**src/hw/rtl/pfe_pkg.sv**
```systemverilog
// Shared constants, codes and control types of the palette fade engine.
`timescale 1ns / 1ps
`default_nettype none

package pfe_pkg;

  // Fixed field widths of the item, result and register interfaces.
  localparam int unsigned KIND_W      = 2;
  localparam int unsigned IDX_W       = 10;
  localparam int unsigned LEVEL_W     = 6;
  localparam int unsigned OUT_LEVEL_W = 8;
  localparam int unsigned STEP_W      = 8;
  localparam int unsigned GAMMA_W     = 5;
  localparam int unsigned CFG_IDX_W   = 2;
  localparam int unsigned CFG_DATA_W  = 8;

  // Register values after reset.
  localparam logic [STEP_W-1:0]  STEP_COUNT_RST = 8'd32;
  localparam logic [GAMMA_W-1:0] GAMMA_RST      = 5'd0;
  localparam logic               DIRECTION_RST  = 1'b0;

  // Item kinds.
  typedef enum logic [KIND_W-1:0] {
    KIND_LOAD   = 2'd0,
    KIND_STEP   = 2'd1,
    KIND_FINISH = 2'd2
  } pfe_kind_e;

  // Configuration register indexes.
  typedef enum logic [CFG_IDX_W-1:0] {
    CFG_STEP_COUNT = 2'd0,
    CFG_GAMMA      = 2'd1,
    CFG_DIRECTION  = 2'd2
  } pfe_cfg_e;

  // Control of the bit-serial accumulator update unit.
  typedef struct packed {
    logic start;
    logic sub;
  } pfe_ser_ctrl_t;

endpackage

`default_nettype wire

```
**src/hw/rtl/pfe_div.sv**
```systemverilog
// Bit-serial restoring divider that forms the per-step delta of a load.
`timescale 1ns / 1ps
`default_nettype none

module pfe_div #(
  parameter int unsigned FRAC_BITS = 16
) (
  input  wire logic                           clk_i,
  input  wire logic                           rst_ni,
  input  wire logic                           start_i,
  input  wire logic [pfe_pkg::LEVEL_W-1:0]    level_i,
  input  wire logic [pfe_pkg::STEP_W-1:0]     divisor_i,
  output logic                                done_o,
  output logic [pfe_pkg::LEVEL_W+FRAC_BITS-1:0] quotient_o
);
  import pfe_pkg::*;

  localparam int unsigned ACC_W = LEVEL_W + FRAC_BITS;
  localparam int unsigned CNT_W = $clog2(ACC_W);

  logic [ACC_W-1:0]  dvd_q, dvd_d;
  logic [STEP_W-1:0] rem_q, rem_d;
  logic [STEP_W-1:0] div_q;
  logic [CNT_W-1:0]  cnt_q;
  logic              busy_q, done_q;
  logic [STEP_W:0]   trial;
  logic [STEP_W:0]   diff;
  logic              ge;

  // One quotient bit per cycle: shift the next dividend bit into the
  // remainder and subtract the divisor where it fits.
  always_comb begin
    trial = {rem_q, dvd_q[ACC_W-1]};
    diff  = trial - {1'b0, div_q};
    ge    = (trial >= {1'b0, div_q});
    rem_d = ge ? diff[STEP_W-1:0] : trial[STEP_W-1:0];
    dvd_d = {dvd_q[ACC_W-2:0], ge};
  end

  // Sequencing of the iterations.
  always_ff @(posedge clk_i or negedge rst_ni) begin
    if (!rst_ni) begin
      busy_q <= 1'b0;
      done_q <= 1'b0;
      cnt_q  <= '0;
    end else begin
      done_q <= 1'b0;
      if (start_i) begin
        busy_q <= 1'b1;
        cnt_q  <= '0;
      end else if (busy_q) begin
        cnt_q <= cnt_q + 1'b1;
        if (cnt_q == CNT_W'(ACC_W - 1)) begin
          busy_q <= 1'b0;
          done_q <= 1'b1;
        end
      end
    end
  end

  // Dividend and remainder shift registers and the divisor register; the quotient fills
  // the dividend register from the bottom.
  always_ff @(posedge clk_i) begin
    if (start_i) begin
      dvd_q <= {level_i, {FRAC_BITS{1'b0}}};
      rem_q <= '0;
      div_q <= divisor_i;
    end else if (busy_q) begin
      dvd_q <= dvd_d;
      rem_q <= rem_d;
    end
  end

  assign done_o     = done_q;
  assign quotient_o = dvd_q;

endmodule

`default_nettype wire

```
**config.mk**
```make
export PLATFORM = sky130hd
export DESIGN_NAME = pfe_div
export DESIGN_NICKNAME = d
export VERILOG_FILES = /design/src/hw/rtl/pfe_pkg.sv /design/src/hw/rtl/pfe_div.sv
export SDC_FILE = /design/constraint.sdc
export NUM_CORES = 1
export LEC_CHECK = 0
export BUFFER_PORTS_ARGS = -buffer_cell sky130_fd_sc_hd__buf_2
export CORE_MARGIN = 3
export CORE_UTILIZATION = 40
export DETAILED_ROUTE_END_ITERATION = 12
export PLACE_DENSITY = 0.58
export REMOVE_ABC_BUFFERS = 1
export SYNTH_ARGS = -nofsm -noshare
export SYNTH_HDL_FRONTEND = slang
export SYNTH_SLANG_ARGS = --single-unit
```
**constraint.sdc**
```tcl
create_clock -name clk_i -period 4.4 [get_ports clk_i]
set_clock_uncertainty 0.05 [all_clocks]
set_input_delay 0.88 -clock clk_i [delete_from_list [all_inputs] [get_ports clk_i]]
set_output_delay 0.88 -clock clk_i [all_outputs]
set_load 0.01 [all_outputs]
```
# After elaboration in Yosys (flattened, before gate mapping)
# Index checks and enable logic that the tools add are counted.
# word_totals
register_bits,45
inputBits,17
wordCells,23
output_inout_bits,23
# classes
n_mux,11
add_sub_neg,2
n_reduce_logical,1
magnitude_cmp,1
n_eq_ne,1
# ops
operator,count
22-bit two-way mux,2
5-bit two-way mux,2
9-bit by 8-bit >= comparator with 1-bit output,1
8-bit two-way mux,1
8-bit subtractor,1
1-bit two-way mux,6
5-bit by 1-bit adder with 5-bit output (second input constant),1
5-bit == test (second input constant),1
2-bit nonzero test,1

# Depth between registers and ports, before layout
# logic_depth
ltp_word,4
depth_mapped,8
depth_no_buf,8

# Worst setup path before layout
# Ideal clock, no wire load.
# synth_path
kind,register to register
startpoint,"register dvd_q[21], in the netlist quotient_o[21]"
endpoint,register rem_q[6]
t_arrival_ns,1.860
stages_incl_launch_ff,9
period_less_slack_ns,1.988
required_time_ns,4.271
slack_ns,2.412
setup_ns,0.079
n_path_buf,0
path_cell_list,edfxtp_1 inv_1 ha_1 fa_1 nand2b_1 a211oi_1 mux2i_1 o221ai_1 o211ai_1
# synth_via
elab_chain_cells,2
word_cells_on_any_way,3
cone_classes,1 x add/sub; 1 x order compare; 1 x mux
# synth_lines
element,line_no,source
"start, declared",pfe_div.sv:21,"logic [ACC_W-1:0] dvd_q, dvd_d;"
"start signal, assigned",pfe_div.sv:65,"dvd_q <= {level_i, {FRAC_BITS{1'b0}}};"
"start signal, assigned",pfe_div.sv:69,dvd_q <= dvd_d;
8-bit subtractor / 9-bit by 8-bit >= comparator with 1-bit output (equally long branches),"pfe_div.sv:34, pfe_div.sv:35",
8-bit two-way mux *,pfe_div.sv:36,rem_d = ge ? diff[STEP_W-1:0] : trial[STEP_W-1:0];
"end signal, assigned",pfe_div.sv:70,rem_q <= rem_d;
"end, declared",pfe_div.sv:22,"logic [STEP_W-1:0] rem_q, rem_d;"
# Mark *: on every way between the ends. The rest lies on a longest branch, timed or not.
# A chain may end at the register's enable or synchronous reset.

# Final worst setup path
# layout_path
startpoint,register div_q[6]
endpoint,register rem_q[1]
# layout_via
elab_chain_cells,2
# layout_lines
element,line_no,source
"start, declared",pfe_div.sv:23,logic [STEP_W-1:0] div_q;
"start signal, assigned",pfe_div.sv:67,div_q <= divisor_i;
9-bit by 8-bit >= comparator with 1-bit output,pfe_div.sv:35,"ge = (trial >= {1'b0, div_q});"
8-bit two-way mux,pfe_div.sv:36,
# No other way between the ends.

==> qor.txt <==
Clock latency on the worst-skew pair -> 0.30 ns
Synth Register Bits -> 45
Post-CTS Setup Bufs -> 0
Mean post-synth cell area -> 10.58 um^2
Cell Area, Placed -> 2490 um^2
Filler cells -> 523
Clk slew on worst S/H paths -> 0.08 ns
Synth Area in XOR/XNOR -> 2.733%
Final slew viol count -> 0
TritonCTS clock tree -> built
Share of the synthesized area in the top cell type -> 21.42%
DR vias/cell -> 5.331
P per Cell Area -> 501.1 nW/um^2
CP max stage cell -> ha_1
Largest family of logic cells by synthesized area -> compound AO/OA/AOI/OAI gates
Crit path cell chain -> inv_1, ha_1, nand2_1, o21a_1, a211oi_4, o21ai_0, a32o_1
Crit path max fanout -> 9
Family with the most delay on the worst path -> compound AO/OA/AOI/OAI gates
# IOs -> 40
Vias in the first global route -> 1637
Largest net degree at the start of global routing -> 39
Worst Path Buf+Inv -> 1
CTS resizes -> 0
Final instance area -> 2592 um^2
Post-Route WL -> 4564 um
Initial antenna violation count -> 0
Maxcap violations -> 0
P&R area growth vs syn -> 15.56%
Final setup fails -> 0
DR vias -> 1706
Fraction of layout cells with a size suffix above 1 -> 22.40%
Main synth FF type -> dfxtp_1
Total GRT Usage -> 15.36%
Critical Path RT -> 4.55 ns
Critical path class -> reg2reg
Gpl congestion -> 0.7827
Iter 0 DRT Violations -> 104
Top cells by area, synth -> dfxtp_1 21%, edfxtp_1 19%, dfrtp_1 7.8%, mux2i_1 7.1%, ha_1 5.6%
CTS Sinks -> 45
Asr flop ratio synth -> 15.56%
Worst Reg-to-Reg Cells -> 7
First-pass GRT wire length -> 7783 um
Hold Crit Class -> in2async
Slew headroom -> 49.66%
Post-synthesis cell area -> 2243 um^2
RSZ-0062 raised after global routing -> false
N_diodes -> 0
Post-synth EDFFs -> 14
Total Die Area -> 6543 um^2
Post-synthesis compound-gate area fraction -> 17.46%
YS warnings -> 0
Tmin final -> 2.165 ns
Adder-cell share of the synthesized area -> 6.470%
Worst r2r dst -> rem_q[1]
Setup crit start kind -> flip-flop
R2R setup slack -> 2.23 ns
Port bufs -> 39
Tcrit/Tclk final -> 49.22%
Setup TNS -> 0 ns
DRT Pass-1 Iters -> 5
Commonest non-fill, non-tap cell in the layout -> buf_2
Cells after synthesis -> 212
H-tree Lvls -> 2
Peak supply drop -> 0.2503 mV
Grt ovf -> 0
Max clock buf depth -> 2
Dpl hpwl -> 3245 um
Critical Path AT -> 2.31 ns
Sequential-to-total area share from yosys stat -> 47.96%
Fin util -> 49.19%
Post-synthesis cell type count -> 47
FF+latch area -> 1076 um^2
Post-synthesis mux area share -> 7.139%
DR DRC count -> 0
Post-DRT Antenna Nets -> 0
Die width -> 80.89 um
CTS Buf Count -> 5
Root Buffer -> clkbuf_8
DIE HEIGHT -> 80.89 um
DR WL/cell -> 14.26 um
Worst-Margin Slew -> 0.7535 ns
R2r startpoint -> div_q[6]
Starting Density -> 42.57%
Total core area -> 5270 um^2
Leak pwr -> 1.217 nW
Endpoints failing hold -> 0
Maximum clock rate -> 461.8 MHz
Simple-gate share of the synthesized area -> 13.78%
Outcome -> finished clean
Area occupied by multi-input gates -> 1067 um^2
Cell taking the most area after synthesis -> dfxtp_1
Commonest cells after routing, fill and taps aside -> 39 x buf_2, 31 x nor2_1, 24 x dfxtp_1
NumNets Final -> 277
Max incr delay on CP -> 0.45 ns
Rows -> 26
# hold bufs at CTS -> 0
Critical path capture point type -> flip-flop
[per-layer routing]
| layer | track usage, % | vias up | share of wire, % |
|---|---|---|---|
| li1 | - | 829 | - |
| met1 | 20.52 | 830 | 48 |
| met2 | 23.65 | 43 | 45 |
| met3 | 5.432 | 4 | 5.7 |
| met4 | 4.054 | 0 | 0.83 |
| met5 | 0 | - | 0 |
[cell type report]
| type | instances | area share, % |
|---|---|---|
| sequential | 45 | 41.51 |
| multi-input combinational | 143 | 41.17 |
| timing repair buffer | 41 | 8.108 |
| clock buffer | 7 | 3.764 |
| tap | 70 | 3.378 |
| inverter | 13 | 1.882 |
| clock inverter | 1 | 0.1930 |
[where the power goes]
group          switching, mW  internal, mW
registers             0.0390         0.479
logic                  0.279         0.215
clock network          0.141         0.146
[metrics by stage]
step	hold WS [ns]	setup slack (ns)	total power, mW	cells
after floorplan	0.4165	2.385	0.9066	201
after global placement	0.4421	2.110	1.020	312
after detailed placement	0.4513	2.133	1.019	312
after CTS	0.3403	2.269	1.308	320
after global routing	0.3420	2.074	1.385	320
final	0.3449	2.235	1.299	320
[cells by family (layout without fill, tap and decap cells)]
logic type	Yosys count	after routing
adder cells (fa/ha/maj)	11	11
AO/OA/AOI/OAI	44	44
multiplexers	16	16
flip-flops	45	45
buffers and inverters	24	62
AND/OR/NAND/NOR	65	65
XOR/XNOR	7	7
[cells in the mapped netlist (3+ instances only)]
cell type,number
nand2b_1,5
dfxtp_1,24
clkbuf_1,6
edfxtp_1,14
a311oi_1,3
xnor2_1,4
dfrtp_1,7
xor2_1,3
nand3_1,3
nand2_1,12
a21oi_1,5
a22o_1,5
a21o_1,3
mux2i_1,16
ha_1,10
o21ai_0,5
nor2b_1,3
o211ai_1,3
nand4_1,3
a211oi_1,3
nor2_1,31
inv_1,13
[worst max path at each step]
stage / start / to / slack (ns) / cells past startpoint
after detailed placement: start_i / rem_q[6] / 2.13 / 4
after global routing: div_q[6] / rem_q[1] / 2.07 / 7
after global placement: start_i / rem_q[6] / 2.11 / 4
after floorplan: busy_q / rem_q[6] / 2.38 / 3
final: div_q[6] / rem_q[1] / 2.23 / 7
after CTS: div_q[6] / rem_q[1] / 2.27 / 7
[registers in the layout, indices dropped and copies added (netlist names)]
| name | count |
|---|---|
| rem_q | 8 |
| quotient_o | 22 |
| div_q | 8 |
| cnt_q | 5 |
| done_o | 1 |
| busy_q | 1 |
No activity file was read; power rests on OpenSTA's default activity.
