[config.mk]
export PLATFORM = sky130hd
export DESIGN_NAME = pfe_ser
export DESIGN_NICKNAME = d
export VERILOG_FILES = /design/src/hw/rtl/pfe_pkg.sv /design/src/hw/rtl/pfe_ser.sv
export SDC_FILE = /design/constraint.sdc
export NUM_CORES = 1
export LEC_CHECK = 0
export BUFFER_PORTS_ARGS = -buffer_cell sky130_fd_sc_hd__buf_2
export CAP_MARGIN = 20
export CORE_AREA = 2 2 91 93
export DETAILED_ROUTE_END_ITERATION = 8
export DIE_AREA = 0 0 93 95
export PLACE_DENSITY = 0.86
export SLEW_MARGIN = 20
export SYNTH_ARGS = -nofsm -noshare
export SYNTH_HDL_FRONTEND = slang
export SYNTH_SLANG_ARGS = --single-unit
[constraint.sdc]
create_clock -name clk_i -period 5.8 [get_ports clk_i]
set_clock_uncertainty 0.05 [all_clocks]
set_input_delay 1.16 -clock clk_i [delete_from_list [all_inputs] [get_ports clk_i]]
set_output_delay 1.16 -clock clk_i [all_outputs]
set_load 0.02 [all_outputs]
[src/hw/rtl/pfe_pkg.sv]
// Shared constants, codes and control types of the palette fade engine.
`timescale 1ns / 1ps
`default_nettype none

package pfe_pkg;

  // Fixed field widths of the item, result and register interfaces.
  localparam int unsigned KIND_W      = 2;
  localparam int unsigned IDX_W       = 10;
  localparam int unsigned LEVEL_W     = 6;
  localparam int unsigned OUT_LEVEL_W = 8;
  localparam int unsigned STEP_W      = 8;
  localparam int unsigned GAMMA_W     = 5;
  localparam int unsigned CFG_IDX_W   = 2;
  localparam int unsigned CFG_DATA_W  = 8;

  // Register values after reset.
  localparam logic [STEP_W-1:0]  STEP_COUNT_RST = 8'd32;
  localparam logic [GAMMA_W-1:0] GAMMA_RST      = 5'd0;
  localparam logic               DIRECTION_RST  = 1'b0;

  // Item kinds.
  typedef enum logic [KIND_W-1:0] {
    KIND_LOAD   = 2'd0,
    KIND_STEP   = 2'd1,
    KIND_FINISH = 2'd2
  } pfe_kind_e;

  // Configuration register indexes.
  typedef enum logic [CFG_IDX_W-1:0] {
    CFG_STEP_COUNT = 2'd0,
    CFG_GAMMA      = 2'd1,
    CFG_DIRECTION  = 2'd2
  } pfe_cfg_e;

  // Control of the bit-serial accumulator update unit.
  typedef struct packed {
    logic start;
    logic sub;
  } pfe_ser_ctrl_t;

endpackage

`default_nettype wire

[src/hw/rtl/pfe_ser.sv]
// Bit-serial add or subtract of the delta with saturation and ceiling clamp.
`timescale 1ns / 1ps
`default_nettype none

module pfe_ser #(
  parameter int unsigned FRAC_BITS = 16
) (
  input  wire logic                             clk_i,
  input  wire logic                             rst_ni,
  input  wire pfe_pkg::pfe_ser_ctrl_t           ctrl_i,
  input  wire logic [pfe_pkg::LEVEL_W+FRAC_BITS-1:0] acc_i,
  input  wire logic [pfe_pkg::LEVEL_W+FRAC_BITS-1:0] delta_i,
  input  wire logic [pfe_pkg::LEVEL_W+FRAC_BITS-1:0] ceil_i,
  output logic                                  done_o,
  output logic [pfe_pkg::LEVEL_W+FRAC_BITS-1:0] result_o
);
  import pfe_pkg::*;

  localparam int unsigned ACC_W = LEVEL_W + FRAC_BITS;
  localparam int unsigned CNT_W = $clog2(ACC_W);

  logic [ACC_W-1:0] a_q, b_q, c_q, r_q;
  logic             cy_q, gt_q, sub_q;
  logic             busy_q, done_q;
  logic [CNT_W-1:0] cnt_q;
  logic             a0, b0, c0, s, cy_n, gt_n;

  // One bit of the sum or difference per cycle, LSB first, with a running
  // comparison of the result against the ceiling.
  always_comb begin
    a0   = a_q[0];
    b0   = b_q[0];
    c0   = c_q[0];
    s    = a0 ^ b0 ^ cy_q;
    cy_n = sub_q ? ((~a0 & b0) | (~(a0 ^ b0) & cy_q))
                 : ((a0 & b0) | (cy_q & (a0 ^ b0)));
    gt_n = (s != c0) ? s : gt_q;
  end

  // Sequencing of the bit steps.
  always_ff @(posedge clk_i or negedge rst_ni) begin
    if (!rst_ni) begin
      busy_q <= 1'b0;
      done_q <= 1'b0;
      cnt_q  <= '0;
    end else begin
      done_q <= 1'b0;
      if (ctrl_i.start) begin
        busy_q <= 1'b1;
        cnt_q  <= '0;
      end else if (busy_q) begin
        cnt_q <= cnt_q + 1'b1;
        if (cnt_q == CNT_W'(ACC_W - 1)) begin
          busy_q <= 1'b0;
          done_q <= 1'b1;
        end
      end
    end
  end

  // Operand and result shift registers. The ceiling rotates so that it is
  // whole again when the last bit has been processed.
  always_ff @(posedge clk_i) begin
    if (ctrl_i.start) begin
      a_q   <= acc_i;
      b_q   <= delta_i;
      c_q   <= ceil_i;
      cy_q  <= 1'b0;
      gt_q  <= 1'b0;
      sub_q <= ctrl_i.sub;
    end else if (busy_q) begin
      a_q  <= {1'b0, a_q[ACC_W-1:1]};
      b_q  <= {1'b0, b_q[ACC_W-1:1]};
      c_q  <= {c0, c_q[ACC_W-1:1]};
      r_q  <= {s, r_q[ACC_W-1:1]};
      cy_q <= cy_n;
      gt_q <= gt_n;
    end
  end

  // A final borrow means underflow to zero; a final carry means overflow,
  // which the ceiling then bounds. Otherwise the ceiling clamps the result.
  always_comb begin
    if (cy_q) begin
      result_o = sub_q ? '0 : c_q;
    end else begin
      result_o = gt_q ? c_q : r_q;
    end
  end

  assign done_o = done_q;

endmodule

`default_nettype wire

## After elaboration in Yosys (flattened, before gate mapping)

Cells that the tools add are included.

| storage, ports and cells | value |
|---|---|
| bits in registers | 98 |
| bits of input ports | 70 |
| output and inout port bits | 23 |
| word-level logic and storage cells | 45 |

| operators by class | value |
|---|---|
| $add $sub $neg | 1 |
| equality and inequality tests | 2 |
| multiplexer cells | 18 |
| bitwise gates (word level) | 11 |
| reductions and logical operators | 3 |

Operators by type and width:

| kind | number |
|---|---|
| 22-bit two-way mux | 9 |
| 5-bit two-way mux | 2 |
| 1-bit two-way mux | 7 |
| 5-bit by 1-bit adder with 5-bit output (second input constant) | 1 |
| 5-bit == test (second input constant) | 1 |
| 1-bit AND | 4 |
| 2-bit AND reduction | 2 |
| 1-bit inverter | 3 |
| 1-bit bitwise OR | 2 |
| 2-bit nonzero test | 1 |
| 1-bit bitwise XOR | 2 |
| 1-bit inequality test | 1 |

## Depth between registers and ports, before layout

| logic depth | value |
|---|---|
| word-level depth | 5 |
| depth in mapped cells | 7 |

## Worst setup path after synthesis

OpenSTA, ideal clock, no wires.

| path | value |
|---|---|
| path type | input to register |
| start | in ctrl_i[1] (netlist name) |
| end | reg r_q[0], enable pin |
| setup time | 0.403 ns |
| arrival | 2.556 ns |
| required time | 5.347 ns |
| path slack | 2.791 ns |
| stages | 4 |
| cells stage by stage | buf_6 > buf_6 > buf_6 > nor2b_1 |

| between the ends | value |
|---|---|
| longest elaborated chain between the ends | 2 |

Ends and longest elaborated chain:

| element | RTL line | RTL |
|---|---|---|
| start, declared | pfe_ser.sv:10 | `input wire pfe_pkg::pfe_ser_ctrl_t ctrl_i,` |
| 1-bit inverter (no line) | -- |  |
| 2-bit AND reduction (no line) | -- |  |
| end signal, assigned | pfe_ser.sv:75 | `r_q <= {s, r_q[ACC_W-1:1]};` |
| end, declared | pfe_ser.sv:22 | `logic [ACC_W-1:0] a_q, b_q, c_q, r_q;` |

Every way passes these cells.
A chain may end at the register's enable or synchronous reset.

## Worst setup path in the final report

| path | value |
|---|---|
| start | in ctrl_i[1] (netlist name) |
| end | reg c_q[18], enable pin |

| between the ends | value |
|---|---|
| longest elaborated chain between the ends | 1 |

Ends and longest elaborated chain:

| element | RTL line | RTL |
|---|---|---|
| 2-bit nonzero test (no line) | -- |  |
| end signal, assigned | pfe_ser.sv:67 | `c_q <= ceil_i;` |
| end signal, assigned | pfe_ser.sv:74 | `c_q <= {c0, c_q[ACC_W-1:1]};` |
| end, declared | pfe_ser.sv:22 |  |

Every way passes these cells.

==> qor.csv <==
metric,value,unit
status,finished clean,
Hold Startpoint,r_q[20],
Post-layout nets,444,
"top cells by count, synth","edfxtp_1 (89), mux2_2 (47), nand2_1 (24), mux2i_1 (23), o22ai_1 (21)",
CTS sink count,98,
Mean Syn Cell Area,15.8,sq um
residual DRC count,0,
post-cts resize count,0,
placed inst area,4990,sq um
crit path kind,in -> reg,
VDD IR max,0.172,mV
total leakage power,2.07,nW
min Tclk post-route,3.01,ns
WP buf/inv,2,
IO Pins,93,
Yosys cell types,30,
vias per cell,5.44,
clock-pin slew on the worst setup and hold paths,0.09,ns
#FFs+latches synth,98,
Post-CTS Setup Inserts,0,
Initial Util,0.567,
CTS Root Cell,clkbuf_8,
ANT nets after route,0,
crit-path cells,buf_4 -> or2_4 -> buf_4,
maximum fanout along the worst path,78,
Mapped Area,4500,sq um
"Slew Viols, Final",0,
R2R Setup Slk,3.85,ns
post-layout utilization of the core,0.657,
CTS tree,yes,
WP data required,5.80,ns
P per Cell Area,311,nW/um^2
R2R Path Start,busy_q,
Overflow after GRT,0,
Tightest Pin Transition,1.03,ns
Die Wd,93,um
critical path depth in cells,3,
CP dominant cell by count,buf_4,
min-delay worst type,reg -> reg,
"area leader, netlist",edfxtp_1,
later-pin clock latency in the skew report,0.36,ns
vias,2612,
Post-Route WL,7.75,mm
FMAX,332,MHz
critical path's slowest cell,buf_4,
MaxCap Viol Count,0,
area grow syn2layout,15.8,%
Setup TNS Final,0,ns
die area,8840,sq um
Tcrit/Tclk final,0.519,
Finished Layout Cells,480,
Worst Hold Endpoint,r_q[19],
"top cells by area, synth","edfxtp_1 (59%), mux2_2 (12%), mux2_4 (5.7%), mux2i_1 (5.1%), dfrtp_1 (3.9%)",
R2R Path End,c_q[18],
RSZ-0062 raised after global routing,false,
global-route wire length before repair,12.3,mm
crit end category,register,
fraction of layout cells with a size suffix above 1,0.469,
Worst setup SP type,input port,
Fin Hold WS,0.407,ns
Crit path max-delay family,buffers and inverters,
PnR Total Power,1.62,mW
Core ar.,7930,sq um
Max-Slew Margin vs Limit,0.307,
"count leader, synth",edfxtp_1,
GRT Resource Usage Total,0.186,
CP peak stage delay,0.77,ns
CTS Buf Count,9,
CP Data Arrival Time,3.01,ns
initial DRC count,107,
Clock Path Buffers,2,
Post-Syn Nets,358,
dpl ws,1.99,ns
Syn Inst Count,284,
"FFs w/ async S/R, synth",0.0714,
DP HPWL,5.18,mm
ANT cells,0,
number of synthesized flops with an enable pin,89,
FP Rows,33,
Reg2Reg Depth,2,
vias in the first global route,2503,
endpoints failing hold,0,
first-pass iteration count of the detailed router,5,
hold depth,0,
"Design Area, Final",5210,sq um
final setup violation count,0,
placed insts,464,
Setup WS post-layout,2.79,ns
sequential share of the synthesized area,0.642,
drt wl/cell,16.1,um
I/O Buffers,92,
warnings from Yosys,0,
Yosys top cell area share,0.594,
H-Tree Depth,3,
largest net degree at the start of global routing,79,
Post-CTS Hold Buffers,0,
initial antenna violation count,0,
ys flop type,edfxtp_1,
Final GP Congestion,0.718,
Die Span Y,95,um
-- report_power, final --
part / internal, mW / switching [mW] / total, mW
sequential: 0.844 / 0.0373 / 0.881
clock: 0.243 / 0.225 / 0.469
combinational: 0.131 / 0.138 / 0.269
total: 1.22 / 0.401 / 1.62
-- worst max path at each step --
stage | startpoint | endpoint | slack [ns]
after floorplan | ctrl_i[1] | r_q[0] | 2.79
after global placement | ctrl_i[1] | c_q[8] | 2.06
after detailed placement | ctrl_i[1] | c_q[18] | 1.99
after CTS | ctrl_i[1] | c_q[11] | 2.42
after global routing | ctrl_i[1] | c_q[11] | 2.63
final | ctrl_i[1] | c_q[18] | 2.79
-- flip-flops by register name, indices dropped and copies added (netlist names) --
| register | flops |
|---|---|
| a_q | 22 |
| b_q | 22 |
| c_q | 22 |
| r_q | 22 |
| cnt_q | 5 |
| busy_q | 1 |
| cy_q | 1 |
| done_o | 1 |
| gt_q | 1 |
| sub_q | 1 |
-- cell usage in the layout, fill, tap and decap left out, types with 4 or more instances in the layout --
cell | Yosys | final
buf_2 | 9 | 91
edfxtp_1 | 89 | 89
mux2_2 | 47 | 47
nand2_1 | 24 | 24
mux2i_1 | 23 | 23
o22ai_1 | 21 | 21
mux2_4 | 17 | 17
clkbuf_8 | 0 | 9
dfrtp_1 | 7 | 7
nor2_1 | 6 | 6
inv_1 | 4 | 4
buf_4 | 2 | 4
-- kinds of logic (layout without fill, tap and decap cells) --
group,Yosys count,count (layout),synth area share
multiplexers,87,87,0.226
flip-flops,98,98,0.642
AO/OA/AOI/OAI,27,27,0.0376
AND/OR/NAND/NOR,40,40,0.0401
XOR/XNOR,4,4,0.00779
adder cells (fa/ha/maj),4,4,0.0145
buffers and inverters,24,115,0.0325
-- layout make-up --
class	count	area, sq um
clock inverters	6	91.3
repair buffers	95	485
well taps	105	131
inverters	4	15.0
multi-input cells	162	1470
flip-flops and latches	98	2890
fillers	595	2720
clock buffers	10	128
-- worst register-to-register path: stages (launching register included) --
cell     delay (ns)
dfrtp_1        0.59
or2_4          0.63
buf_4          0.37
-- routing by layer --
metal | vias up | global-route usage | routed length [um]
li1 | 1241 | - | -
met5 | - | 0 | 0
met1 | 1267 | 0.237 | 3290
met4 | 0 | 0.0833 | 115
met3 | 8 | 0.0487 | 559
met2 | 96 | 0.304 | 3780
Power figures use the tool's default switching activity.
